===== config.mk =====
export PLATFORM = sky130hd
export DESIGN_NAME = bounded_vector_store_core
export DESIGN_NICKNAME = d
export VERILOG_FILES = /design/src/sv/bvs_pkg.sv /design/src/sv/bvs_front.sv /design/src/sv/bvs_back.sv /design/src/sv/bounded_vector_store_core.sv
export SDC_FILE = /design/constraint.sdc
export NUM_CORES = 1
export LEC_CHECK = 0
export BUFFER_PORTS_ARGS = -buffer_cell sky130_fd_sc_hd__buf_4
export CELL_PAD_IN_SITES_DETAIL_PLACEMENT = 1
export CELL_PAD_IN_SITES_GLOBAL_PLACEMENT = 1
export CORE_MARGIN = 10
export CORE_UTILIZATION = 45
export CTS_CLUSTER_SIZE = 40
export DETAILED_ROUTE_END_ITERATION = 8
export PLACE_DENSITY = 0.73
export SLEW_MARGIN = 20
export SYNTH_ARGS = -nofsm -noshare
export SYNTH_HDL_FRONTEND = slang
export SYNTH_SLANG_ARGS = --single-unit
export TNS_END_PERCENT = 50

===== constraint.sdc =====
create_clock -name clk_i -period 8.2 [get_ports clk_i]
set_input_delay 0.82 -clock clk_i [delete_from_list [all_inputs] [get_ports clk_i]]
set_output_delay 0.82 -clock clk_i [all_outputs]
set_load 0.02 [all_outputs]

===== src/sv/bvs_pkg.sv =====
// ============================================================================
// bvs_pkg
// Types and constants shared by the bounded vector store front end,
// back end and top level.
// ============================================================================
`default_nettype none

package bvs_pkg;

  // Fixed field widths of the stream payload
  localparam int unsigned KindBits  = 3;
  localparam int unsigned ValueBits = 32;
  localparam int unsigned PosBits   = 4;
  localparam int unsigned LenBits   = 5;
  localparam int unsigned CapBits   = 5;

  // Operation codes, as carried in the kind field
  typedef enum logic [KindBits-1:0] {
    OP_PUSH      = 3'd0,
    OP_POP       = 3'd1,
    OP_READ_AT   = 3'd2,
    OP_READ_LAST = 3'd3,
    OP_ASSIGN    = 3'd4,
    OP_RESIZE    = 3'd5,
    OP_CLEAR     = 3'd6,
    OP_FIND      = 3'd7
  } op_e;

  // Decoded request handed from front to back through the queue
  typedef struct packed {
    op_e                  op;
    logic [ValueBits-1:0] value;
    logic [PosBits-1:0]   pos;
    logic [LenBits-1:0]   len;
  } req_t;

  // One result item
  typedef struct packed {
    logic [ValueBits-1:0] read_value;
    logic                 hit;
    logic [PosBits-1:0]   found_position;
    logic                 status;
    logic [LenBits-1:0]   count;
    logic                 is_full;
    logic                 is_empty;
  } resp_t;

  localparam logic STATUS_DONE     = 1'b0;
  localparam logic STATUS_REJECTED = 1'b1;

  // Effective capacity: zero acts as one, anything above lim acts as lim
  function automatic logic [CapBits-1:0] cap_clamp(input logic [CapBits-1:0] raw,
                                                    input logic [CapBits-1:0] lim);
    logic [CapBits-1:0] c;
    c = raw;
    if (c == '0) begin
      c = CapBits'(1);
    end
    if (c > lim) begin
      c = lim;
    end
    return c;
  endfunction

endpackage

`default_nettype wire


===== src/sv/bvs_front.sv =====
// ============================================================================
// bvs_front
// Accepts requests, decodes the kind and holds them in a two-entry queue.
// ============================================================================
`default_nettype none

module bvs_front (
  input  wire logic                          clk_i,
  input  wire logic                          rst_ni,
  input  wire logic                          s_valid_i,
  output logic                               s_ready_o,
  input  wire logic [bvs_pkg::KindBits-1:0]  kind_i,
  input  wire logic [bvs_pkg::ValueBits-1:0] value_i,
  input  wire logic [bvs_pkg::PosBits-1:0]   pos_i,
  input  wire logic [bvs_pkg::LenBits-1:0]   len_i,
  output logic                               q_valid_o,
  output bvs_pkg::req_t                      q_req_o,
  input  wire logic                          q_pop_i
);

  bvs_pkg::req_t slot_q [2];
  logic          wr_ptr_q, wr_ptr_d;
  logic          rd_ptr_q, rd_ptr_d;
  logic [1:0]    fill_q, fill_d;
  logic          push;
  bvs_pkg::req_t req_in;

  // kind maps one to one onto the op codes
  always_comb begin
    req_in.op    = bvs_pkg::op_e'(kind_i);
    req_in.value = value_i;
    req_in.pos   = pos_i;
    req_in.len   = len_i;
  end

  assign s_ready_o = (fill_q != 2'd2);
  assign push      = s_valid_i && s_ready_o;
  assign q_valid_o = (fill_q != 2'd0);
  assign q_req_o   = slot_q[rd_ptr_q];

  always_comb begin
    wr_ptr_d = push ? ~wr_ptr_q : wr_ptr_q;
    rd_ptr_d = q_pop_i ? ~rd_ptr_q : rd_ptr_q;
    fill_d   = fill_q;
    if (push && !q_pop_i) begin
      fill_d = fill_q + 2'd1;
    end else if (!push && q_pop_i) begin
      fill_d = fill_q - 2'd1;
    end
  end

  always_ff @(posedge clk_i or negedge rst_ni) begin
    if (!rst_ni) begin
      wr_ptr_q <= 1'b0;
      rd_ptr_q <= 1'b0;
      fill_q   <= 2'd0;
    end else begin
      wr_ptr_q <= wr_ptr_d;
      rd_ptr_q <= rd_ptr_d;
      fill_q   <= fill_d;
    end
  end

  always_ff @(posedge clk_i) begin
    if (push) begin
      slot_q[wr_ptr_q] <= req_in;
    end
  end

  // back end only pops a queued request
  a_pop_nonempty: assert property (@(posedge clk_i) disable iff (!rst_ni)
    q_pop_i |-> q_valid_o)
    else $error("queue popped while empty");

endmodule

`default_nettype wire


===== src/sv/bvs_back.sv =====
// ============================================================================
// bvs_back
// Executes queued requests against the entry memory and fill count and
// holds the result in an output register.
// ============================================================================
`default_nettype none

module bvs_back #(
  parameter int unsigned DEPTH     = 16,
  parameter int unsigned WORD_BITS = 32
) (
  input  wire logic                        clk_i,
  input  wire logic                        rst_ni,
  input  wire logic                        cfg_we_i,
  input  wire logic [bvs_pkg::CapBits-1:0] cfg_wdata_i,
  input  wire logic                        q_valid_i,
  input  wire bvs_pkg::req_t               q_req_i,
  output logic                             q_pop_o,
  output logic                             m_valid_o,
  input  wire logic                        m_ready_i,
  output bvs_pkg::resp_t                   m_resp_o
);

  // Entries past 31 can never be reached: capacity register is 5 bits
  localparam int unsigned MemDepth = (DEPTH < 32) ? DEPTH : 32;
  localparam int unsigned AW       = (MemDepth > 1) ? $clog2(MemDepth) : 1;
  localparam int unsigned CapMax   = (DEPTH < 31) ? DEPTH : 31;
  localparam logic [bvs_pkg::CapBits-1:0] CapMaxC = bvs_pkg::CapBits'(CapMax);

  localparam logic [1:0] ST_IDLE = 2'd0;
  localparam logic [1:0] ST_READ = 2'd1;
  localparam logic [1:0] ST_SCAN = 2'd2;

  logic [1:0]                    state_q, state_d;
  logic [bvs_pkg::CapBits-1:0]   cap_q;
  logic [bvs_pkg::CapBits-1:0]   cap_eff, cap_new;
  logic [bvs_pkg::LenBits-1:0]   cnt_q, cnt_d, cnt_next;
  logic [bvs_pkg::LenBits-1:0]   scan_q, scan_d, scan_nx;
  logic [bvs_pkg::LenBits-1:0]   pos5;
  bvs_pkg::req_t                 cur_q, cur_d;

  logic [WORD_BITS-1:0] mem [MemDepth];
  logic [MemDepth-1:0]  valid_q;
  logic [WORD_BITS-1:0] rd_q, rd_word;
  logic                 rdv_q;
  logic [AW-1:0]        rd_addr, wr_addr;
  logic [WORD_BITS-1:0] wr_data;
  logic                 wr_en;

  logic                 out_valid_q, out_free, load;
  bvs_pkg::resp_t       out_q, resp;

  assign cap_eff  = bvs_pkg::cap_clamp(cap_q, CapMaxC);
  assign cap_new  = bvs_pkg::cap_clamp(cfg_wdata_i, CapMaxC);
  assign out_free = !out_valid_q || m_ready_i;
  assign rd_word  = rdv_q ? rd_q : '0;
  assign pos5     = {1'b0, q_req_i.pos};
  assign scan_nx  = scan_q + 5'd1;

  always_comb begin
    state_d = state_q;
    cnt_d   = cnt_q;
    scan_d  = scan_q;
    cur_d   = cur_q;
    q_pop_o = 1'b0;
    load    = 1'b0;
    wr_en   = 1'b0;
    wr_addr = '0;
    wr_data = WORD_BITS'(q_req_i.value);
    rd_addr = '0;
    resp    = '0;
    resp.status = bvs_pkg::STATUS_DONE;

    case (state_q)
      ST_IDLE: begin
        if (q_valid_i && out_free) begin
          q_pop_o = 1'b1;
          cur_d   = q_req_i;
          case (q_req_i.op)
            bvs_pkg::OP_PUSH: begin
              load = 1'b1;
              if (cnt_q >= cap_eff) begin
                resp.status = bvs_pkg::STATUS_REJECTED;
              end else begin
                wr_en   = 1'b1;
                wr_addr = AW'(cnt_q);
                cnt_d   = cnt_q + 5'd1;
              end
            end
            bvs_pkg::OP_POP: begin
              load = 1'b1;
              if (cnt_q == '0) begin
                resp.status = bvs_pkg::STATUS_REJECTED;
              end else begin
                cnt_d = cnt_q - 5'd1;
              end
            end
            bvs_pkg::OP_READ_AT: begin
              if (pos5 >= cnt_q) begin
                load        = 1'b1;
                resp.status = bvs_pkg::STATUS_REJECTED;
              end else begin
                rd_addr = AW'(q_req_i.pos);
                state_d = ST_READ;
              end
            end
            bvs_pkg::OP_READ_LAST: begin
              if (cnt_q == '0) begin
                load        = 1'b1;
                resp.status = bvs_pkg::STATUS_REJECTED;
              end else begin
                rd_addr = AW'(cnt_q - 5'd1);
                state_d = ST_READ;
              end
            end
            bvs_pkg::OP_ASSIGN: begin
              load = 1'b1;
              if (pos5 >= cap_eff) begin
                resp.status = bvs_pkg::STATUS_REJECTED;
              end else begin
                wr_en   = 1'b1;
                wr_addr = AW'(q_req_i.pos);
                if (pos5 >= cnt_q) begin
                  cnt_d = pos5 + 5'd1;
                end
              end
            end
            bvs_pkg::OP_RESIZE: begin
              load = 1'b1;
              if (q_req_i.len > cap_eff) begin
                resp.status = bvs_pkg::STATUS_REJECTED;
              end else begin
                cnt_d = q_req_i.len;
              end
            end
            bvs_pkg::OP_CLEAR: begin
              load  = 1'b1;
              cnt_d = '0;
            end
            default: begin // find
              if (cnt_q == '0) begin
                load = 1'b1;
              end else begin
                rd_addr = '0;
                scan_d  = '0;
                state_d = ST_SCAN;
              end
            end
          endcase
        end
      end

      ST_READ: begin
        load            = 1'b1;
        resp.read_value = bvs_pkg::ValueBits'(rd_word);
        state_d         = ST_IDLE;
      end

      ST_SCAN: begin
        if (rd_word == WORD_BITS'(cur_q.value)) begin
          load                = 1'b1;
          resp.hit            = 1'b1;
          resp.found_position = bvs_pkg::PosBits'(scan_q);
          state_d             = ST_IDLE;
        end else if (scan_nx >= cnt_q) begin
          load    = 1'b1;
          state_d = ST_IDLE;
        end else begin
          rd_addr = AW'(scan_nx);
          scan_d  = scan_nx;
        end
      end

      default: begin
        state_d = ST_IDLE;
      end
    endcase

    resp.count    = cnt_d;
    resp.is_full  = (cnt_d == cap_eff);
    resp.is_empty = (cnt_d == '0);
  end

  // capacity writes cut the count down to the new limit
  always_comb begin
    cnt_next = cnt_d;
    if (cfg_we_i && (cnt_q > cap_new)) begin
      cnt_next = cap_new;
    end
  end

  always_ff @(posedge clk_i or negedge rst_ni) begin
    if (!rst_ni) begin
      state_q     <= ST_IDLE;
      cap_q       <= bvs_pkg::CapBits'(16);
      cnt_q       <= '0;
      scan_q      <= '0;
      valid_q     <= '0;
      rdv_q       <= 1'b0;
      out_valid_q <= 1'b0;
    end else begin
      state_q <= state_d;
      cnt_q   <= cnt_next;
      scan_q  <= scan_d;
      rdv_q   <= valid_q[rd_addr];
      if (cfg_we_i) begin
        cap_q <= cfg_wdata_i;
      end
      if (wr_en) begin
        valid_q[wr_addr] <= 1'b1;
      end
      if (load) begin
        out_valid_q <= 1'b1;
      end else if (m_ready_i) begin
        out_valid_q <= 1'b0;
      end
    end
  end

  always_ff @(posedge clk_i) begin
    if (wr_en) begin
      mem[wr_addr] <= wr_data;
    end
    rd_q  <= mem[rd_addr];
    cur_q <= cur_d;
    if (load) begin
      out_q <= resp;
    end
  end

  assign m_valid_o = out_valid_q;
  assign m_resp_o  = out_q;

  a_cnt_bound: assert property (@(posedge clk_i) disable iff (!rst_ni)
    cnt_q <= CapMaxC)
    else $error("fill count beyond largest capacity");

  a_busy_no_out: assert property (@(posedge clk_i) disable iff (!rst_ni)
    (state_q != ST_IDLE) |-> !out_valid_q)
    else $error("result pending while a multi-cycle op runs");

  a_hit_done: assert property (@(posedge clk_i) disable iff (!rst_ni)
    (out_valid_q && out_q.hit) |-> (out_q.status == bvs_pkg::STATUS_DONE))
    else $error("find hit reported as rejected");

  a_full_empty: assert property (@(posedge clk_i) disable iff (!rst_ni)
    out_valid_q |-> !(out_q.is_full && out_q.is_empty))
    else $error("result both full and empty");

endmodule

`default_nettype wire


===== src/sv/bounded_vector_store_core.sv =====
// ============================================================================
// bounded_vector_store_core
// Fixed-capacity vector of words with a fill count: push, pop, read at,
// read last, assign, resize, clear and find, one result per request.
// ============================================================================
//
//  channel   dir  handshake                  payload
//  --------  ---  -------------------------  --------------------------------
//  s_axis    in   tvalid_i / tready_o        tuser: kind; tdata: value,
//                                            position, new_length
//  m_axis    out  tvalid_o / tready_i        tdata: result fields
//  cfg       in   we_i (no wait)             wdata: capacity_in_use
//
//  Request to result register: push, pop, assign, resize and clear load
//  it directly; read at and read last pass through a read state
//  (registered memory read); find scans one entry per cycle from the
//  single memory read port and stops at the first match or the count.
//  A two-entry queue decouples the input side from execution, so requests
//  are taken while a result waits on a stalled m_axis.
//  Reset clears the fill count, sets capacity to 16 and clears the per-entry
//  valid bits; an entry never written reads as zero. No clearing pass.
//  Capacity writes are expected only while the block is idle.
// ============================================================================
`default_nettype none

module bounded_vector_store_core #(
  parameter int unsigned DEPTH     = 16,
  parameter int unsigned WORD_BITS = 32
) (
  input  wire logic        clk_i,
  input  wire logic        rst_ni,
  // request stream
  input  wire logic        s_axis_tvalid_i,
  output logic             s_axis_tready_o,
  // [31:0] item_value, [35:32] position, [40:36] new_length, [47:41] zero
  input  wire logic [47:0] s_axis_tdata_i,
  // [2:0] kind
  input  wire logic [2:0]  s_axis_tuser_i,
  // result stream
  output logic             m_axis_tvalid_o,
  input  wire logic        m_axis_tready_i,
  // [31:0] read_value, [32] hit, [36:33] found_position, [37] status,
  // [42:38] count, [43] is_full, [44] is_empty, [47:45] zero
  output logic [47:0]      m_axis_tdata_o,
  // capacity register
  input  wire logic        cfg_we_i,
  input  wire logic [4:0]  cfg_wdata_i
);

  logic           q_valid;
  logic           q_pop;
  bvs_pkg::req_t  q_req;
  bvs_pkg::resp_t resp;

  // front: decode and queue
  bvs_front u_front (
    .clk_i     (clk_i),
    .rst_ni    (rst_ni),
    .s_valid_i (s_axis_tvalid_i),
    .s_ready_o (s_axis_tready_o),
    .kind_i    (s_axis_tuser_i),
    .value_i   (s_axis_tdata_i[31:0]),
    .pos_i     (s_axis_tdata_i[35:32]),
    .len_i     (s_axis_tdata_i[40:36]),
    .q_valid_o (q_valid),
    .q_req_o   (q_req),
    .q_pop_i   (q_pop)
  );

  // back: execution against entry memory, result register
  bvs_back #(
    .DEPTH     (DEPTH),
    .WORD_BITS (WORD_BITS)
  ) u_back (
    .clk_i       (clk_i),
    .rst_ni      (rst_ni),
    .cfg_we_i    (cfg_we_i),
    .cfg_wdata_i (cfg_wdata_i),
    .q_valid_i   (q_valid),
    .q_req_i     (q_req),
    .q_pop_o     (q_pop),
    .m_valid_o   (m_axis_tvalid_o),
    .m_ready_i   (m_axis_tready_i),
    .m_resp_o    (resp)
  );

  // pack result fields, read_value in the lowest bits
  assign m_axis_tdata_o = {3'b000,
                           resp.is_empty,
                           resp.is_full,
                           resp.count,
                           resp.status,
                           resp.found_position,
                           resp.hit,
                           resp.read_value};

endmodule

`default_nettype wire


==> metrics <==
result of the run=complete, no violations; Avg Synthesized Cell Area=15.9 sq um; total CTS buffers=80; final critical-path share of the clock period=0.713; die boundary width=between 200 and 300 microns; PD cells=approximately 390 nW/um^2; unrepaired setup endpoints after global routing=false; layout cell share with drive strength beyond 1=0.187; area of all placed cells without fillers=35,100 sq um; post-detailed-placement half-perimeter wirelength=47.5 mm; post-detailed-route DRC marker count=0; antenna-violating nets left=0; number of rows in the core area=95; pin count of the biggest net entering global routing=roughly 120; number of max-capacitance violations reported=0; vias in the first global route=roughly 19,000; final routed wire length divided by cell count=29.0 microns; number of warnings reported in the yosys synthesis log=0; clock tree from TritonCTS=yes; fmax=between 150 and 200 MHz; endpoint class of the critical path=flip-flop; worst reg2reg path depth=11; number of endpoints with negative hold slack in the final report=0; Worst Setup Slack, final=2.35 ns; maximum clock path buffer count=3; dpl cell area=32,400 sq um; Initial Utilization=0.455; All-Layer GR Usage=0.218; clock tree root driver cell=clkbuf_16; total detailed-routing wirelength=86.7 mm; combined area of all synthesized cells=30,600 sq um; post-CTS clock slew at the launch and capture registers of the worst setup and hold paths=0.06 ns; wire length of the first global-routing pass=127 mm; Tightest Pin Transition=approximately 1.1 ns; Clock H-tree levels=3; overall overflow remaining after global route=0; DIE AREA=78,800 sq um; reported leakage power=approximately 0.013 uW; clk sink count=748; most used flip-flop cell after synthesis=edfxtp_1; critical path peak fanout=46; Final Skew=0.0206 ns; Setup Viol. Count Final=0; clock insertion delay at the later pin of the skew report=0.64 ns; area delta synth->final=14.8%; startpoint type of the worst setup path=flip-flop; chip height=roughly 280 microns; Final #Nets=2,149; core outline area=approximately 67,000 sq um; number of iterations in the first detailed-routing pass=5; proportion of register bits with asynchronous set or reset after synthesis=0.0521; category of the most critical setup path=reg2reg; data required time of the worst path=8.47 ns; count of hold buffers inserted by post-cts repair=0; Post-Place Worst Slack=2.40 ns; drt initial violations=1,520; normalized max-slew margin=0.256; CP Data Arrival Time=slightly above 6 ns; sequential-to-total area share from yosys stat=0.718; Pins Over Slew Limit=0; number of standard cells after synthesis=approximately 1,900; TNS Setup=0 ns; total of flip-flops plus latches after synthesis=748; number of distinct library cell variants in the gate-level netlist after synthesis=79; path category of the worst min-delay check=in2async; post_cts resized=0; vias after detailed routing=roughly 18,000; number of enable flip-flop cells after synthesis=just under 700; last weighted congestion value of the routability-driven placer=about 0.87; initial antenna violation count=3; time the worst path needs with I/O delays and setup=5.85 ns; vias per std cell=6.11; Top-Level Pins=between 100 and 150; setup repair bufs after CTS=0; maximum resistive drop on vdd=0.210 mV; count of port buffers added during placement=100
## worst paths after layout
| path | start | to | slack [ns] |
|---|---|---|---|
| max reg2reg | u_front.rd_ptr_q$_DFFE_PN0P_ | u_back.mem[9][26]$_DFFE_PP_ | 2.35 |
| max | u_front.rd_ptr_q$_DFFE_PN0P_ | u_back.mem[9][26]$_DFFE_PP_ | 2.35 |
| min reg2reg | u_back.valid_q[4]$_DFFE_PN0P_ | u_back.valid_q[4]$_DFFE_PN0P_ | 0.47 |
| min | rst_ni | u_back.cnt_q[1]$_DFF_PN0_ | 0.17 |
| min in group clk_i | s_axis_tdata_i[20] | u_front.slot_q[1][29]$_DFFE_PP_ | 0.36 |
| max in group asynchronous | rst_ni | u_back.rdv_q$_DFF_PN0_ | 7.62 |
## sequential cells by signal (all words and copies together), names as in the netlist
name              cells
u_front.wr_ptr_q      1
u_back.cap_q          5
u_back.mem          512
u_back.rd_q          32
u_back.rdv_q          1
u_back.cnt_q          5
u_front.slot_q       88
u_front.fill_q        2
u_back.state_q        2
u_front.rd_ptr_q      1
u_back.cur_q         32
u_back.valid_q       16
u_back.m_valid_o      1
u_back.scan_q         5
u_back.m_resp_o      45
## area by class of cell
type	count	area, sq um
fillers	6312	32200
multi-input cells	1055	8200
well taps	873	1090
repair buffers	140	1060
diodes	1	2.50
flip-flops and latches	748	21900
clock inverters	38	468
inverters	28	105
clock buffers	111	2220
## Yosys cell counts, drive strengths merged, types with 22 or more instances
cell | number | area [sq um]
clkbuf | 47 | 178
a221oi | 65 | 576
mux2 | 48 | 541
o21ai | 26 | 134
a22o | 35 | 307
a2111oi | 33 | 489
a21oi | 23 | 141
buf | 53 | 350
inv | 28 | 105
and2 | 42 | 263
o22ai | 26 | 163
dfxtp | 32 | 641
a32oi | 35 | 307
a21boi | 35 | 263
dfrtp | 38 | 951
mux2i | 162 | 1620
edfxtp | 677 | 20300
nor2 | 44 | 178
nor3 | 29 | 150
xor2 | 22 | 193
nand3 | 33 | 165
nand2 | 172 | 646
a31oi | 33 | 206
ha | 35 | 438
## cell families after synthesis
kind of cell | after synthesis | share of synthesized area
DFF | 748 | 0.718
and+or+nand+nor | 396 | 0.0641
AOI/OAI and AO/OA | 379 | 0.103
muxes | 210 | 0.0707
buffers and inverters | 128 | 0.0207
adders and majority gates | 35 | 0.0143
xor gates and xnor gates | 32 | 0.00916
other | 1 | 0.000123
## routing by layer
metal	vias up	part of all wire	track usage
li1	7865	-	-
met1	9574	0.41	0.279
met2	714	0.50	0.378
met3	131	0.070	0.0362
met4	2	0.022	0.0616
met5	-	0.00015	0
## power breakdown
part	internal (uW)	switching (uW)	total (uW)
logic	1400	2900	4300
registers	5150	413	5570
clock network	2190	1500	3690
total	8750	4810	13600
## cell usage in the layout (no fill, tap or decap), types with 7 or more instances in the layout
master and instances:
nor3_1 28, clkbuf_16 83, bufinv_16 9, a22o_1 35, buf_4 139, dfxtp_1 32, edfxtp_1 677, nor2b_1 9
o21ai_0 24, a21oi_1 20, nand2b_1 14, nand2_1 172, and2_1 42, inv_1 25, mux2i_1 162, mux2_2 47
clkinv_1 12, a31oi_1 33, ha_1 35, xor2_1 22, a21boi_0 35, a2111oi_2 32, nor2_1 25, a32oi_1 35
a211oi_1 7, o22ai_1 26, nand3_1 33, clkbuf_1 24, a21o_1 7, clkinv_2 9, nand4b_1 16, or2_2 19
a221oi_1 64, dfrtp_1 36, nor2_4 17, o21a_1 19, xnor2_1 10
## per-stage QoR
step	util	cells	power, uW	hold slack [ns]
floorplan	-	1931	8270	0.432
global placement	0.482	2844	9680	0.449
detailed placement	0.482	2844	9900	0.458
CTS	0.522	2993	13600	0.176
global route	0.522	2993	14100	0.198
finish	0.522	2994	13600	0.170
## critical path, stage by stage, from the launching register on
cell and delay (ns):
dfrtp_2 0.48, buf_4 0.62, mux2_2 0.52, ha_1 0.31, a21o_1 0.17, a211o_1 0.34, a21oi_1 0.72, a22oi_1 0.29
nor2_1 0.26, o2111ai_1 0.49, nor2_4 0.71, buf_4 0.53
Power figures use the tool's default switching activity.
